File: config.mk
export PLATFORM = sky130hd
export DESIGN_NAME = move_visit_count_table_core
export DESIGN_NICKNAME = d
export VERILOG_FILES = /design/src/design/mvct_pkg.sv /design/src/design/mvct_cell.sv /design/src/design/mvct_scan.sv /design/src/design/move_visit_count_table_core.sv
export SDC_FILE = /design/constraint.sdc
export NUM_CORES = 2
export LEC_CHECK = 0
export BUFFER_PORTS_ARGS = -buffer_cell sky130_fd_sc_hd__buf_4
export CORE_UTILIZATION = 42
export DETAILED_ROUTE_END_ITERATION = 8
export GPL_TIMING_DRIVEN = 0
export PLACE_DENSITY = 0.62
export SLEW_MARGIN = 20
export SYNTH_ARGS = -nofsm -noshare
export SYNTH_HDL_FRONTEND = slang
export SYNTH_HIERARCHICAL = 1
export SYNTH_SLANG_ARGS = --single-unit
File: constraint.sdc
create_clock -name i_clk -period 12.3 [get_ports i_clk]
set_clock_uncertainty 0.1 [all_clocks]
set_input_delay 1.23 -clock i_clk [delete_from_list [all_inputs] [get_ports i_clk]]
set_output_delay 1.23 -clock i_clk [all_outputs]
set_load 0.03 [all_outputs]
File: src/design/mvct_pkg.sv
package mvct_pkg;

    // item kinds
    localparam logic [1:0] KIND_ADD    = 2'd0;
    localparam logic [1:0] KIND_LOOKUP = 2'd1;
    localparam logic [1:0] KIND_CLEAR  = 2'd2;

    // fixed field widths of the stream items
    localparam int KIND_W     = 2;
    localparam int MOVE_W     = 16;
    localparam int NODE_W     = 32;
    localparam int FIELD_W    = 48;
    localparam int SLOT_W     = 3;
    localparam int IN_DATA_W  = 48;
    localparam int OUT_DATA_W = 104;

    // scale limit after reset
    localparam logic [FIELD_W-1:0] SCALE_LIMIT_RESET = 48'd35184372088831;

    // control from the sequencer to every cell of the chain
    typedef struct packed {
        logic shift;
        logic clear;
    } t_chain_ctrl;

    // one finished result
    typedef struct packed {
        logic               found;
        logic               placed;
        logic [SLOT_W-1:0]  slot;
        logic [FIELD_W-1:0] slot_count;
        logic [FIELD_W-1:0] total_count;
        logic               scaled;
    } t_result;

endpackage

File: src/design/mvct_cell.sv
module mvct_cell #(
    parameter int KEY_BITS   = 16,
    parameter int COUNT_BITS = 48
) (
    input  logic                   i_clk,
    input  logic                   i_rst_n,
    input  mvct_pkg::t_chain_ctrl  i_ctrl,
    input  logic [KEY_BITS-1:0]    i_key,
    input  logic [COUNT_BITS-1:0]  i_count,
    output logic [KEY_BITS-1:0]    o_key,
    output logic [COUNT_BITS-1:0]  o_count
);
    import mvct_pkg::*;

    logic [KEY_BITS-1:0]   r_key;
    logic [COUNT_BITS-1:0] r_count;

    // one table entry, emptied by clear, loaded from the neighbor on shift
    always_ff @(posedge i_clk) begin
        if (!i_rst_n) begin
            r_key   <= '0;
            r_count <= '0;
        end else if (i_ctrl.clear) begin
            r_key   <= '0;
            r_count <= '0;
        end else if (i_ctrl.shift) begin
            r_key   <= i_key;
            r_count <= i_count;
        end
    end

    assign o_key   = r_key;
    assign o_count = r_count;

endmodule

File: src/design/mvct_scan.sv
module mvct_scan #(
    parameter int ENTRIES    = 8,
    parameter int COUNT_BITS = 48,
    parameter int KEY_BITS   = 16,
    parameter int IDX_W      = 3
) (
    input  logic                          i_clk,
    input  logic                          i_rst_n,
    // new item
    input  logic                          i_start,
    input  logic [mvct_pkg::KIND_W-1:0]   i_kind,
    input  logic [mvct_pkg::MOVE_W-1:0]   i_move_code,
    input  logic [mvct_pkg::NODE_W-1:0]   i_node_count,
    input  logic [COUNT_BITS-1:0]         i_scale_limit,
    output logic                          o_ready,
    // chain head and tail
    input  logic [KEY_BITS-1:0]           i_head_key,
    input  logic [COUNT_BITS-1:0]         i_head_count,
    output logic [KEY_BITS-1:0]           o_tail_key,
    output logic [COUNT_BITS-1:0]         o_tail_count,
    output mvct_pkg::t_chain_ctrl         o_chain,
    // result
    input  logic                          i_res_free,
    output logic                          o_res_valid,
    output mvct_pkg::t_result             o_res
);
    import mvct_pkg::*;

    localparam logic [IDX_W-1:0]      LAST_IDX  = IDX_W'(ENTRIES - 1);
    localparam logic [COUNT_BITS-1:0] COUNT_MAX = '1;

    typedef enum logic [2:0] {
        S_IDLE,
        S_SCAN,
        S_CHECK,
        S_UPDATE,
        S_DONE
    } t_state;

    t_state                r_state;
    logic [KIND_W-1:0]     r_kind;
    logic [KEY_BITS-1:0]   r_key;
    logic [NODE_W-1:0]     r_add;
    logic [IDX_W-1:0]      r_step;
    logic                  r_hit;
    logic [IDX_W-1:0]      r_hit_idx;
    logic [COUNT_BITS-1:0] r_hit_cnt;
    logic                  r_pick_ok;
    logic [IDX_W-1:0]      r_pick_idx;
    logic [COUNT_BITS-1:0] r_min;
    logic [COUNT_BITS-1:0] r_acc;
    logic [COUNT_BITS-1:0] r_total;
    logic                  r_found;
    logic                  r_placed;
    logic                  r_scaled;
    logic [IDX_W-1:0]      r_slot;
    logic [COUNT_BITS-1:0] r_slot_cnt;

    logic [KEY_BITS-1:0]   in_key;
    logic [COUNT_BITS-1:0] add_ext;
    logic [COUNT_BITS:0]   head_sum;
    logic [COUNT_BITS-1:0] head_sat;
    logic                  head_match;
    logic                  pick_cond;
    logic                  slot_sel;
    logic [COUNT_BITS-1:0] w_cnt;
    logic [COUNT_BITS-1:0] pass_cnt;
    logic [COUNT_BITS:0]   acc_sum;
    logic [COUNT_BITS-1:0] acc_next;
    logic                  last_step;

    assign in_key    = KEY_BITS'(i_move_code);
    assign add_ext   = COUNT_BITS'(r_add);
    assign last_step = (r_step == LAST_IDX);

    // saturating add of the new visits to the entry at the head
    assign head_sum   = {1'b0, i_head_count} + (COUNT_BITS + 1)'(r_add);
    assign head_sat   = head_sum[COUNT_BITS] ? COUNT_MAX : head_sum[COUNT_BITS-1:0];
    assign head_match = (i_head_key == r_key);

    // replacement candidate: empty, or below both running minimum and added count
    assign pick_cond = (i_head_key == '0) ||
                       ((i_head_count < add_ext) && (i_head_count < r_min));

    // write-back pass: target slot gets the new count, all entries may be halved
    assign slot_sel = (r_state == S_UPDATE) && (r_step == r_slot) && (r_found || r_placed);
    assign w_cnt    = r_found ? (r_scaled ? (r_hit_cnt >> 1) : r_hit_cnt) : add_ext;
    assign pass_cnt = (r_state == S_UPDATE && r_scaled) ? (i_head_count >> 1) : i_head_count;

    always_comb begin
        o_tail_key   = slot_sel ? r_key : i_head_key;
        o_tail_count = slot_sel ? w_cnt : pass_cnt;
    end

    // saturating running total over the written-back entries
    assign acc_sum  = {1'b0, r_acc} + {1'b0, o_tail_count};
    assign acc_next = acc_sum[COUNT_BITS] ? COUNT_MAX : acc_sum[COUNT_BITS-1:0];

    // chain control
    always_comb begin
        o_chain.shift = (r_state == S_SCAN) || (r_state == S_UPDATE);
        o_chain.clear = i_start && (i_kind == KIND_CLEAR);
    end

    assign o_ready     = (r_state == S_IDLE);
    assign o_res_valid = (r_state == S_DONE) && i_res_free;

    always_comb begin
        o_res.found       = r_found;
        o_res.placed      = r_placed;
        o_res.slot        = SLOT_W'(r_slot);
        o_res.slot_count  = FIELD_W'(r_slot_cnt);
        o_res.total_count = FIELD_W'(r_total);
        o_res.scaled      = r_scaled;
    end

    // sequencer
    always_ff @(posedge i_clk) begin
        if (!i_rst_n) begin
            r_state <= S_IDLE;
            r_total <= '0;
        end else begin
            case (r_state)
                S_IDLE: begin
                    if (i_start) begin
                        r_kind     <= i_kind;
                        r_key      <= in_key;
                        r_add      <= i_node_count;
                        r_step     <= '0;
                        r_hit      <= 1'b0;
                        r_pick_ok  <= 1'b0;
                        r_min      <= COUNT_MAX;
                        r_found    <= 1'b0;
                        r_placed   <= 1'b0;
                        r_scaled   <= 1'b0;
                        r_slot     <= '0;
                        r_slot_cnt <= '0;
                        case (i_kind)
                            KIND_ADD, KIND_LOOKUP: begin
                                r_state <= (in_key != '0) ? S_SCAN : S_DONE;
                            end
                            KIND_CLEAR: begin
                                r_total <= '0;
                                r_state <= S_DONE;
                            end
                            default: begin
                                r_state <= S_DONE;
                            end
                        endcase
                    end
                end
                S_SCAN: begin
                    if (!r_hit && head_match) begin
                        r_hit     <= 1'b1;
                        r_hit_idx <= r_step;
                        r_hit_cnt <= (r_kind == KIND_ADD) ? head_sat : i_head_count;
                    end
                    if (pick_cond) begin
                        r_pick_ok  <= 1'b1;
                        r_pick_idx <= r_step;
                        r_min      <= i_head_count;
                    end
                    r_step <= last_step ? '0 : r_step + 1'b1;
                    if (last_step) begin
                        r_state <= S_CHECK;
                    end
                end
                S_CHECK: begin
                    r_found <= r_hit;
                    r_acc   <= '0;
                    r_step  <= '0;
                    if (r_kind == KIND_LOOKUP) begin
                        r_slot     <= r_hit ? r_hit_idx : '0;
                        r_slot_cnt <= r_hit ? r_hit_cnt : '0;
                        r_state    <= S_DONE;
                    end else begin
                        r_placed <= !r_hit && r_pick_ok;
                        r_scaled <= r_hit && (r_hit_cnt >= i_scale_limit);
                        r_slot   <= r_hit ? r_hit_idx : (r_pick_ok ? r_pick_idx : '0);
                        r_state  <= S_UPDATE;
                    end
                end
                S_UPDATE: begin
                    r_acc <= acc_next;
                    if (slot_sel) begin
                        r_slot_cnt <= w_cnt;
                    end
                    r_step <= last_step ? '0 : r_step + 1'b1;
                    if (last_step) begin
                        r_total <= acc_next;
                        r_state <= S_DONE;
                    end
                end
                S_DONE: begin
                    if (i_res_free) begin
                        r_state <= S_IDLE;
                    end
                end
                default: begin
                    r_state <= S_IDLE;
                end
            endcase
        end
    end

endmodule

File: src/design/move_visit_count_table_core.sv
// Visit count table of ENTRIES move keys with saturating counts and a running total,
// replacing the least used entry on a miss if it is empty or below the added count.
// The entries sit in a ring of cells that rotates one place per cycle during a pass
// past a single compare unit at its head: an add with a nonzero key runs two full
// rotations (search, then write-back with optional halving and total recompute), a
// lookup one rotation, and a clear, a zero key or an unused kind none. One item is
// in work at a time; the result register lets the next item be accepted while a
// result still waits. No clearing pass is needed after reset.
module move_visit_count_table_core #(
    parameter int ENTRIES    = 8,
    parameter int COUNT_BITS = 48,
    parameter int KEY_BITS   = 16
) (
    input  logic                                i_clk,
    input  logic                                i_rst_n,
    // configuration: scale_limit
    input  logic                                i_cfg_we,
    input  logic [mvct_pkg::FIELD_W-1:0]        i_cfg_wdata,
    // input stream
    input  logic                                i_s_axis_tvalid,
    output logic                                o_s_axis_tready,
    // [15:0] move_code, [47:16] node_count
    input  logic [mvct_pkg::IN_DATA_W-1:0]      i_s_axis_tdata,
    // [1:0] kind
    input  logic [mvct_pkg::KIND_W-1:0]         i_s_axis_tuser,
    // result stream
    output logic                                o_m_axis_tvalid,
    input  logic                                i_m_axis_tready,
    // [0] found, [1] placed, [4:2] slot, [52:5] slot_count,
    // [100:53] total_count, [101] scaled, [103:102] zero
    output logic [mvct_pkg::OUT_DATA_W-1:0]     o_m_axis_tdata
);
    import mvct_pkg::*;

    localparam int IDX_W = (ENTRIES > 1) ? $clog2(ENTRIES) : 1;

    logic [COUNT_BITS-1:0] r_scale_limit;
    logic                  r_m_valid;
    logic [OUT_DATA_W-1:0] r_m_data;

    logic                  start;
    logic                  scan_ready;
    logic                  res_free;
    logic                  res_valid;
    t_result               res;
    t_chain_ctrl           chain;
    logic [KEY_BITS-1:0]   tail_key;
    logic [COUNT_BITS-1:0] tail_count;
    logic [KEY_BITS-1:0]   w_key   [ENTRIES];
    logic [COUNT_BITS-1:0] w_count [ENTRIES];

    // configuration register
    always_ff @(posedge i_clk) begin
        if (!i_rst_n) begin
            r_scale_limit <= COUNT_BITS'(SCALE_LIMIT_RESET);
        end else if (i_cfg_we) begin
            r_scale_limit <= COUNT_BITS'(i_cfg_wdata);
        end
    end

    assign o_s_axis_tready = scan_ready;
    assign start           = i_s_axis_tvalid && scan_ready;
    assign res_free        = !r_m_valid || i_m_axis_tready;

    // ring of cells, cell 0 is the head, the last cell takes the tail
    for (genvar k = 0; k < ENTRIES; k++) begin : g_cell
        logic [KEY_BITS-1:0]   nb_key;
        logic [COUNT_BITS-1:0] nb_count;

        if (k == ENTRIES - 1) begin : g_tail
            assign nb_key   = tail_key;
            assign nb_count = tail_count;
        end else begin : g_link
            assign nb_key   = w_key[k+1];
            assign nb_count = w_count[k+1];
        end

        mvct_cell #(
            .KEY_BITS   (KEY_BITS),
            .COUNT_BITS (COUNT_BITS)
        ) u_cell (
            .i_clk   (i_clk),
            .i_rst_n (i_rst_n),
            .i_ctrl  (chain),
            .i_key   (nb_key),
            .i_count (nb_count),
            .o_key   (w_key[k]),
            .o_count (w_count[k])
        );
    end

    // compare and write-back unit at the head of the ring
    mvct_scan #(
        .ENTRIES    (ENTRIES),
        .COUNT_BITS (COUNT_BITS),
        .KEY_BITS   (KEY_BITS),
        .IDX_W      (IDX_W)
    ) u_scan (
        .i_clk         (i_clk),
        .i_rst_n       (i_rst_n),
        .i_start       (start),
        .i_kind        (i_s_axis_tuser),
        .i_move_code   (i_s_axis_tdata[MOVE_W-1:0]),
        .i_node_count  (i_s_axis_tdata[MOVE_W +: NODE_W]),
        .i_scale_limit (r_scale_limit),
        .o_ready       (scan_ready),
        .i_head_key    (w_key[0]),
        .i_head_count  (w_count[0]),
        .o_tail_key    (tail_key),
        .o_tail_count  (tail_count),
        .o_chain       (chain),
        .i_res_free    (res_free),
        .o_res_valid   (res_valid),
        .o_res         (res)
    );

    // output register, one transaction deep
    always_ff @(posedge i_clk) begin
        if (!i_rst_n) begin
            r_m_valid <= 1'b0;
        end else if (res_valid) begin
            r_m_valid <= 1'b1;
        end else if (i_m_axis_tready) begin
            r_m_valid <= 1'b0;
        end
    end

    always_ff @(posedge i_clk) begin
        if (res_valid) begin
            r_m_data <= {2'b00, res.scaled, res.total_count, res.slot_count,
                         res.slot, res.placed, res.found};
        end
    end

    assign o_m_axis_tvalid = r_m_valid;
    assign o_m_axis_tdata  = r_m_data;

endmodule

# [Word level (Yosys, flattened, before mapping)]
# Index checks and enable logic that the tools add are counted.
[totals] reg_bits=973 input_bits=103 wordCells=156 out_inout_bits=106
[classes] n_bitwise=1 mux=49 n_addsub=3 n_lt_le_gt_ge=3 n_eq_ne=20 n_reduce_logical=43
[ops] cell="48-bit 2-to-1 mux" n=16
[ops] cell="48-bit one-hot mux with 2 select lines" n=3
[ops] cell="48-bit one-hot mux with 3 select lines" n=1
[ops] cell="48-bit by 32-bit adder with 49-bit output" n=1
[ops] cell="48-bit by 48-bit adder with 49-bit output" n=1
[ops] cell="48-bit greater-or-equal comparator" n=1
[ops] cell="48-bit by 32-bit < comparator with 1-bit output" n=1
[ops] cell="48-bit < comparator" n=1
[ops] cell="3-bit 2-to-1 mux" n=13
[ops] cell="4-bit AND reduction" n=5
[ops] cell="16-bit equality test" n=1
[ops] cell="16-bit zero test" n=1
[ops] cell="16-bit 2-to-1 mux" n=1
[ops] cell="2-bit by 1-bit != test with 1-bit output (second input constant)" n=8
[ops] cell="16-bit nonzero test" n=1
[ops] cell="3-bit one-hot mux with 5 select lines" n=1
[ops] cell="3-bit AND reduction" n=5
[ops] cell="1-bit logical AND" n=10
[ops] cell="1-bit one-hot mux with 2 select lines" n=5
[ops] cell="2-bit nonzero test" n=5
[ops] cell="3-bit one-hot mux with 3 select lines" n=1
[ops] cell="1-bit 2-to-1 mux" n=7
[ops] cell="3-bit by 2-bit equality test with 1-bit output (second input constant)" n=2
[ops] cell="3-bit equality test (second input constant)" n=2
[ops] cell="other kinds (16)" n=26

# [Depth between registers and ports, before layout]
[logic_depth] ltp_word=8 mapped_depth=23 ltp_nobuf=20

# [Cells and area by module]
# The synthesis kept the hierarchy.
[by_module_without_submodules] module="mvct_scan" seq_area_each_um2=8798.4 area_each_um2=22176.3 cells_per_inst=2445 instances=1
[by_module_without_submodules] module="mvct_cell" seq_area_each_um2=1281.2 area_each_um2=2304.7 cells_per_inst=207 instances=8
[by_module_without_submodules] module="move_visit_count_table_core" seq_area_each_um2=4043.9 area_each_um2=4842.1 cells_per_inst=265 instances=1

# [Worst setup path after synthesis]
# Ideal clock, no wire load.
[synth_path] path_type="register to register" start="reg u_scan.r_state[0]" end="reg u_scan.r_slot_cnt[0] (enable)" setup_ps=710 synth_period_minus_slack_ps=10227 t_required_ps=11490 arrival_ps=9417 path_buffers=2 path_stages_with_launch=8 slack_ps=2073 cell_sequence="dfxtp_1 > buf_2 > nand2_1 > inv_1 > nand2_1 > or4_1 > clkbuf_1 > a2111oi_0"
[synth_between] elab_chain_cells=5 word_cells_on_any_way=11 classes_between="eq/ne (5); reduce/logical (6)"
[synth_lines] element="from (decl)" line_no="mvct_scan.sv:40" text="t_state r_state;"
[synth_lines] element="from (signal assigned)" line_no="mvct_scan.sv:140" text="r_state <= (in_key != '0) ? S_SCAN : S_DONE;"
[synth_lines] element="3-bit by 2-bit equality test with 1-bit output" line_no="mvct_scan.sv:86, mvct_scan.sv:123"
[synth_lines] element="1-bit logical AND (2 in series)" line_no="mvct_scan.sv:86" text="assign slot_sel = (r_state == S_UPDATE) && (r_step == r_slot) && (r_found || r_placed);"
[synth_lines] element="2-bit by 1-bit != test with 1-bit output (no line)"
[synth_lines] element="5-bit AND reduction (no line) (*)"
[synth_lines] element="to (signal assigned)" line_no="mvct_scan.sv:174" text="r_slot_cnt <= r_hit ? r_hit_cnt : '0;"
[synth_lines] element="to (signal assigned)" line_no="mvct_scan.sv:186" text="r_slot_cnt <= w_cnt;"
[synth_lines] element="to (decl)" line_no="mvct_scan.sv:57" text="logic [COUNT_BITS-1:0] r_slot_cnt;"
# Every way passes the cells marked *; elsewhere a longest branch is shown, timed or not.
# A chain may end at the register's enable or synchronous reset.

# [Worst setup path after layout]
[layout_path] start="reg u_scan.r_state[0]" end="reg u_scan.r_acc[27], data pin"
[layout_between] elab_chain_cells=7 word_cells_on_any_way=10 classes_between="add/sub (1); eq/ne (2); mux (4); reduce/logical (3)"
[layout_lines] element="3-bit by 2-bit equality test with 1-bit output (*)" line_no="mvct_scan.sv:86, mvct_scan.sv:88"
[layout_lines] element="1-bit logical AND, on equally long branches" line_no="mvct_scan.sv:88, mvct_scan.sv:86"
[layout_lines] element="48-bit 2-to-1 mux or 1-bit logical AND (tied branches)" line_no="mvct_scan.sv:88, mvct_scan.sv:86"
[layout_lines] element="48-bit 2-to-1 mux (*)" line_no="mvct_scan.sv:92" text="o_tail_count = slot_sel ? w_cnt : pass_cnt;"
[layout_lines] element="named net g_cell[7].nb_count[0]" line_no="move_visit_count_table_core.sv:68" text="logic [COUNT_BITS-1:0] nb_count;"
[layout_lines] element="48-bit by 48-bit adder with 49-bit output (*)" line_no="mvct_scan.sv:96" text="assign acc_sum = {1'b0, r_acc} + {1'b0, o_tail_count};"
[layout_lines] element="48-bit 2-to-1 mux (*)" line_no="mvct_scan.sv:97" text="assign acc_next = acc_sum[COUNT_BITS] ? COUNT_MAX : acc_sum[COUNT_BITS-1:0];"
[layout_lines] element="48-bit one-hot mux with 2 select lines (*)" line_no="mvct_scan.sv:123" text="case (r_state)"
[layout_lines] element="to (signal assigned)" line_no="mvct_scan.sv:184" text="r_acc <= acc_next;"
[layout_lines] element="to (decl)" line_no="mvct_scan.sv:51" text="logic [COUNT_BITS-1:0] r_acc;"
# Mark *: on every way through the listed nets, which the timed path passes. The rest lies on a longest branch.

==> summary.md <==
| Metric | Value |
|---|---|
| Vias in the first global route | 30.8k |
| Crit. End Element | register |
| Initial antenna violation count | 3 |
| Tot Pwr | 7190 µW |
| Fin crit share | 63.6% |
| Clk slew on worst S/H paths | 60 ps |
| Part of the power in registers | 47.6% |
| First-pass GRT wire length | 186,000 µm |
| Die Height | 331 µm |
| Syn. warnings | 6 |
| Final wirelength | 125,000 µm |
| Placed Area | 49,100 µm² |
| Fmax | 128 MHz |
| CTS sink cnt | 973 |
| Outcome | completed |
| Slew HR | 18.5% |
| Vias | 32.5k |
| Count leader, synth | nor2_1 |
| Setup crit start kind | register |
| Setup CP Type | register to register |
| Row cnt | 120 |
| Slew @ Worst Pin | 1210 ps |
| CTS resizes | 0 |
| Die footprint | 110,000 µm² |
| Min Clock Period, post-route | 7820 ps |
| # nets final | 5,027 |
| # DRC | 0 |
| Cell taking the most area after synthesis | dfxtp_1 |
| Share of cells above drive strength 1 | 14.0% |
| Arrival time at the worst endpoint | 8260 ps |
| Die width | 331 µm |
| PwrDens | 137 nW/µm² |
| Via density per instance | 5.23 |
| I/O Pins | 209 |
| Synth async-reset ratio | 0% |
| Cell area after synthesis | 45,500 µm² |
| Final ANT Viol Nets | 0 |
| H-tree depth | 3 |
| Global route total overflow | 0 |
| Place WS | 4560 ps |
| Maximum VDD drop | 0.000109 V |
| Drt pass-1 iters | 5 |
| Layout Cell Area excl Fill | 52,700 µm² |
| Setup violators final | 0 |
| Post-synth top flop | dfxtp_1 |
| Final worst slack | 4480 ps |
| Critical path data required time | 12,730 ps |
| Max-Cap Viols | 0 |
| Synth area leaders | dfxtp_1, edfxtp_1, mux2i_1 |
| Internal power | 5510 µW |
| Max-slew violation count | 0 |
| Initial drt markers | 2,382 |
| Sequential area share after synthesis | 50.8% |
| Core area | 107,000 µm² |
| Clock tree buffer depth | 3 |
| EDFF count, synth | 361 |
| Port Buf Inserts | 205 |
| Filler cells | 9,940 |
| Number of setup buffers added after CTS | 0 |
| Min-Delay Path Class | register to register |
| Routability Congestion | 0.957 |
| Cts bufs inserted | 103 |
| Fin Setup TNS | 0 ps |
| Largest net degree at the start of global routing | 52 |
| Initial core utilization | 42.4% |
| Clk Latency, worst-skew pair | 700 ps |
| RSZ-0062 raised after global routing | false |
| Syn avg cell area | 10.4 µm² |
| Post-synth top cells | nor2_1, dfxtp_1, mux2i_1 |
| Leak | 0.0210 µW |
| Routed len/inst | 20.2 µm |
| Flip-flop and latch count after synthesis | 973 |
| DP Wirelength | 96,700 µm |
| CTS tree | built |
| Combinational share of power | 7.5% |
| Clk pwr share | 44.8% |
| Share of the synthesized area in the top cell type | 27.0% |
| Hold WS | 313 ps |
| CP max FO | 10 |
| Root Buffer Master | clkbuf_16 |
| Global Route Usage Sum | 22.4% |
| Area Overhead vs Synth | 15.9% |
| Final Hold Vio Count | 0 |
| Post-synthesis cell count | 4,366 |
| Psw | 1690 µW |
| Sw Ratio | 23.4% |
| Post-synthesis cell type count | 85 |
| # hold bufs at CTS | 0 |
layout make-up:
cell class | count | area [µm²] | area share [%]
antenna | 2 | 5.00 | 0.00950
buffer | 250 | 1710 | 3.24
clock buffer | 156 | 3170 | 6.01
clock inverter | 39 | 445 | 0.845
inverter | 193 | 724 | 1.37
multi-input combinational | 2951 | 20000 | 37.9
sequential | 973 | 23100 | 43.8
tap | 1403 | 1760 | 3.33
timing repair buffer | 239 | 1800 | 3.42
cell families after synthesis:
kind of cell             Yosys count  synth area share, %
flip-flops                       973                 50.8
AO/OA/AOI/OAI                    665                 8.84
XOR/XNOR                          91                 1.75
multiplexers                     674                 15.1
adder cells (fa/ha/maj)          213                 5.90
other                              1              0.00825
buffers and inverters            443                 5.35
AND/OR/NAND/NOR                 1306                 12.3
placed cells by master, fill, tap and decap left out, types with 25 or more instances in the layout:
cell / instances
mux2i_1: 595
nor3_1: 26
ha_1: 211
xor2_1: 35
o21ai_0: 205
nand3_1: 42
clkbuf_8: 26
nand2_1: 321
nand4_1: 39
clkbuf_1: 120
buf_8: 51
buf_2: 69
a21o_1: 45
a31oi_1: 25
xnor2_1: 56
buf_4: 239
a21oi_1: 207
mux2_2: 76
edfxtp_1: 361
or3_1: 49
dfxtp_1: 612
clkbuf_16: 109
nor2_1: 700
inv_1: 192
routing by layer:
layer  track usage [%]  part of all wire [%]  wire [µm]
met5                 0                     0          0
met4              8.29                   3.4       4210
met3              3.06                   5.5       6860
met2              35.1                    45      55800
met1              31.5                    47      58400
power groups by stage:
stage | registers (µW) | logic [µW] | clock network (µW)
after floorplan | 3510 | 354 | 0
after global placement | 3510 | 527 | 0
after detailed placement | 3500 | 541 | 0
after CTS | 3430 | 543 | 3290
after global routing | 3430 | 582 | 3420
final | 3430 | 543 | 3220
final timing paths:
| path | from | to | slack (ps) | depth (start not counted) |
|---|---|---|---|---|
| setup / recovery | u_scan/r_state[0]$_SDFFE_PN0P_ | u_scan/r_acc[27]$_DFFE_PP_ | 4480 | 22 |
| hold / removal | u_scan/r_slot_cnt[46]$_DFFE_PP_ | o_m_axis_tdata[51]$_DFFE_PP_ | 310 | 0 |
| setup reg to reg | u_scan/r_state[0]$_SDFFE_PN0P_ | u_scan/r_acc[27]$_DFFE_PP_ | 4480 | 22 |
| hold reg to reg | u_scan/r_slot_cnt[46]$_DFFE_PP_ | o_m_axis_tdata[51]$_DFFE_PP_ | 310 | 0 |
critical path: stages, from the launching register on:
cell and delay (ps):
dfxtp_1 300, buf_2 190, nand2_1 140, inv_1 430, nand2_1 400, or4_1 770, clkbuf_1 500, clkbuf_1 600
o21ai_1 740, buf_4 270, ha_1 200, inv_1 70, fa_1 390, nand2b_1 200, a21oi_2 180, o21ai_2 130
a2111o_1 440, a2111oi_4 390, nor3b_2 130, nor2_4 270, clkbuf_1 490, nor2_1 120, nor2_1 170
per-stage QoR:
stage / instances / utilization, %
2_1_floorplan: 4367 / -
3_3_place_gp: 5975 / 45.5
3_5_place_dp: 6009 / 45.8
4_1_cts: 6204 / 49.1
5_1_grt: 6205 / 49.2
6_report: 6206 / 49.2
flip-flops by register name, summed over array words and instances (netlist names), 16 cells and up:
signal / cells
g_cell.u_cell/o_count: 384
g_cell.u_cell/o_key: 128
o_m_axis_tdata: 102
r_scale_limit: 48
u_scan/r_acc: 48
u_scan/r_hit_cnt: 48
u_scan/r_min: 48
u_scan/r_slot_cnt: 48
u_scan/r_total: 48
u_scan/r_add: 32
u_scan/r_key: 16
No activity file was read; power rests on OpenSTA's default activity.
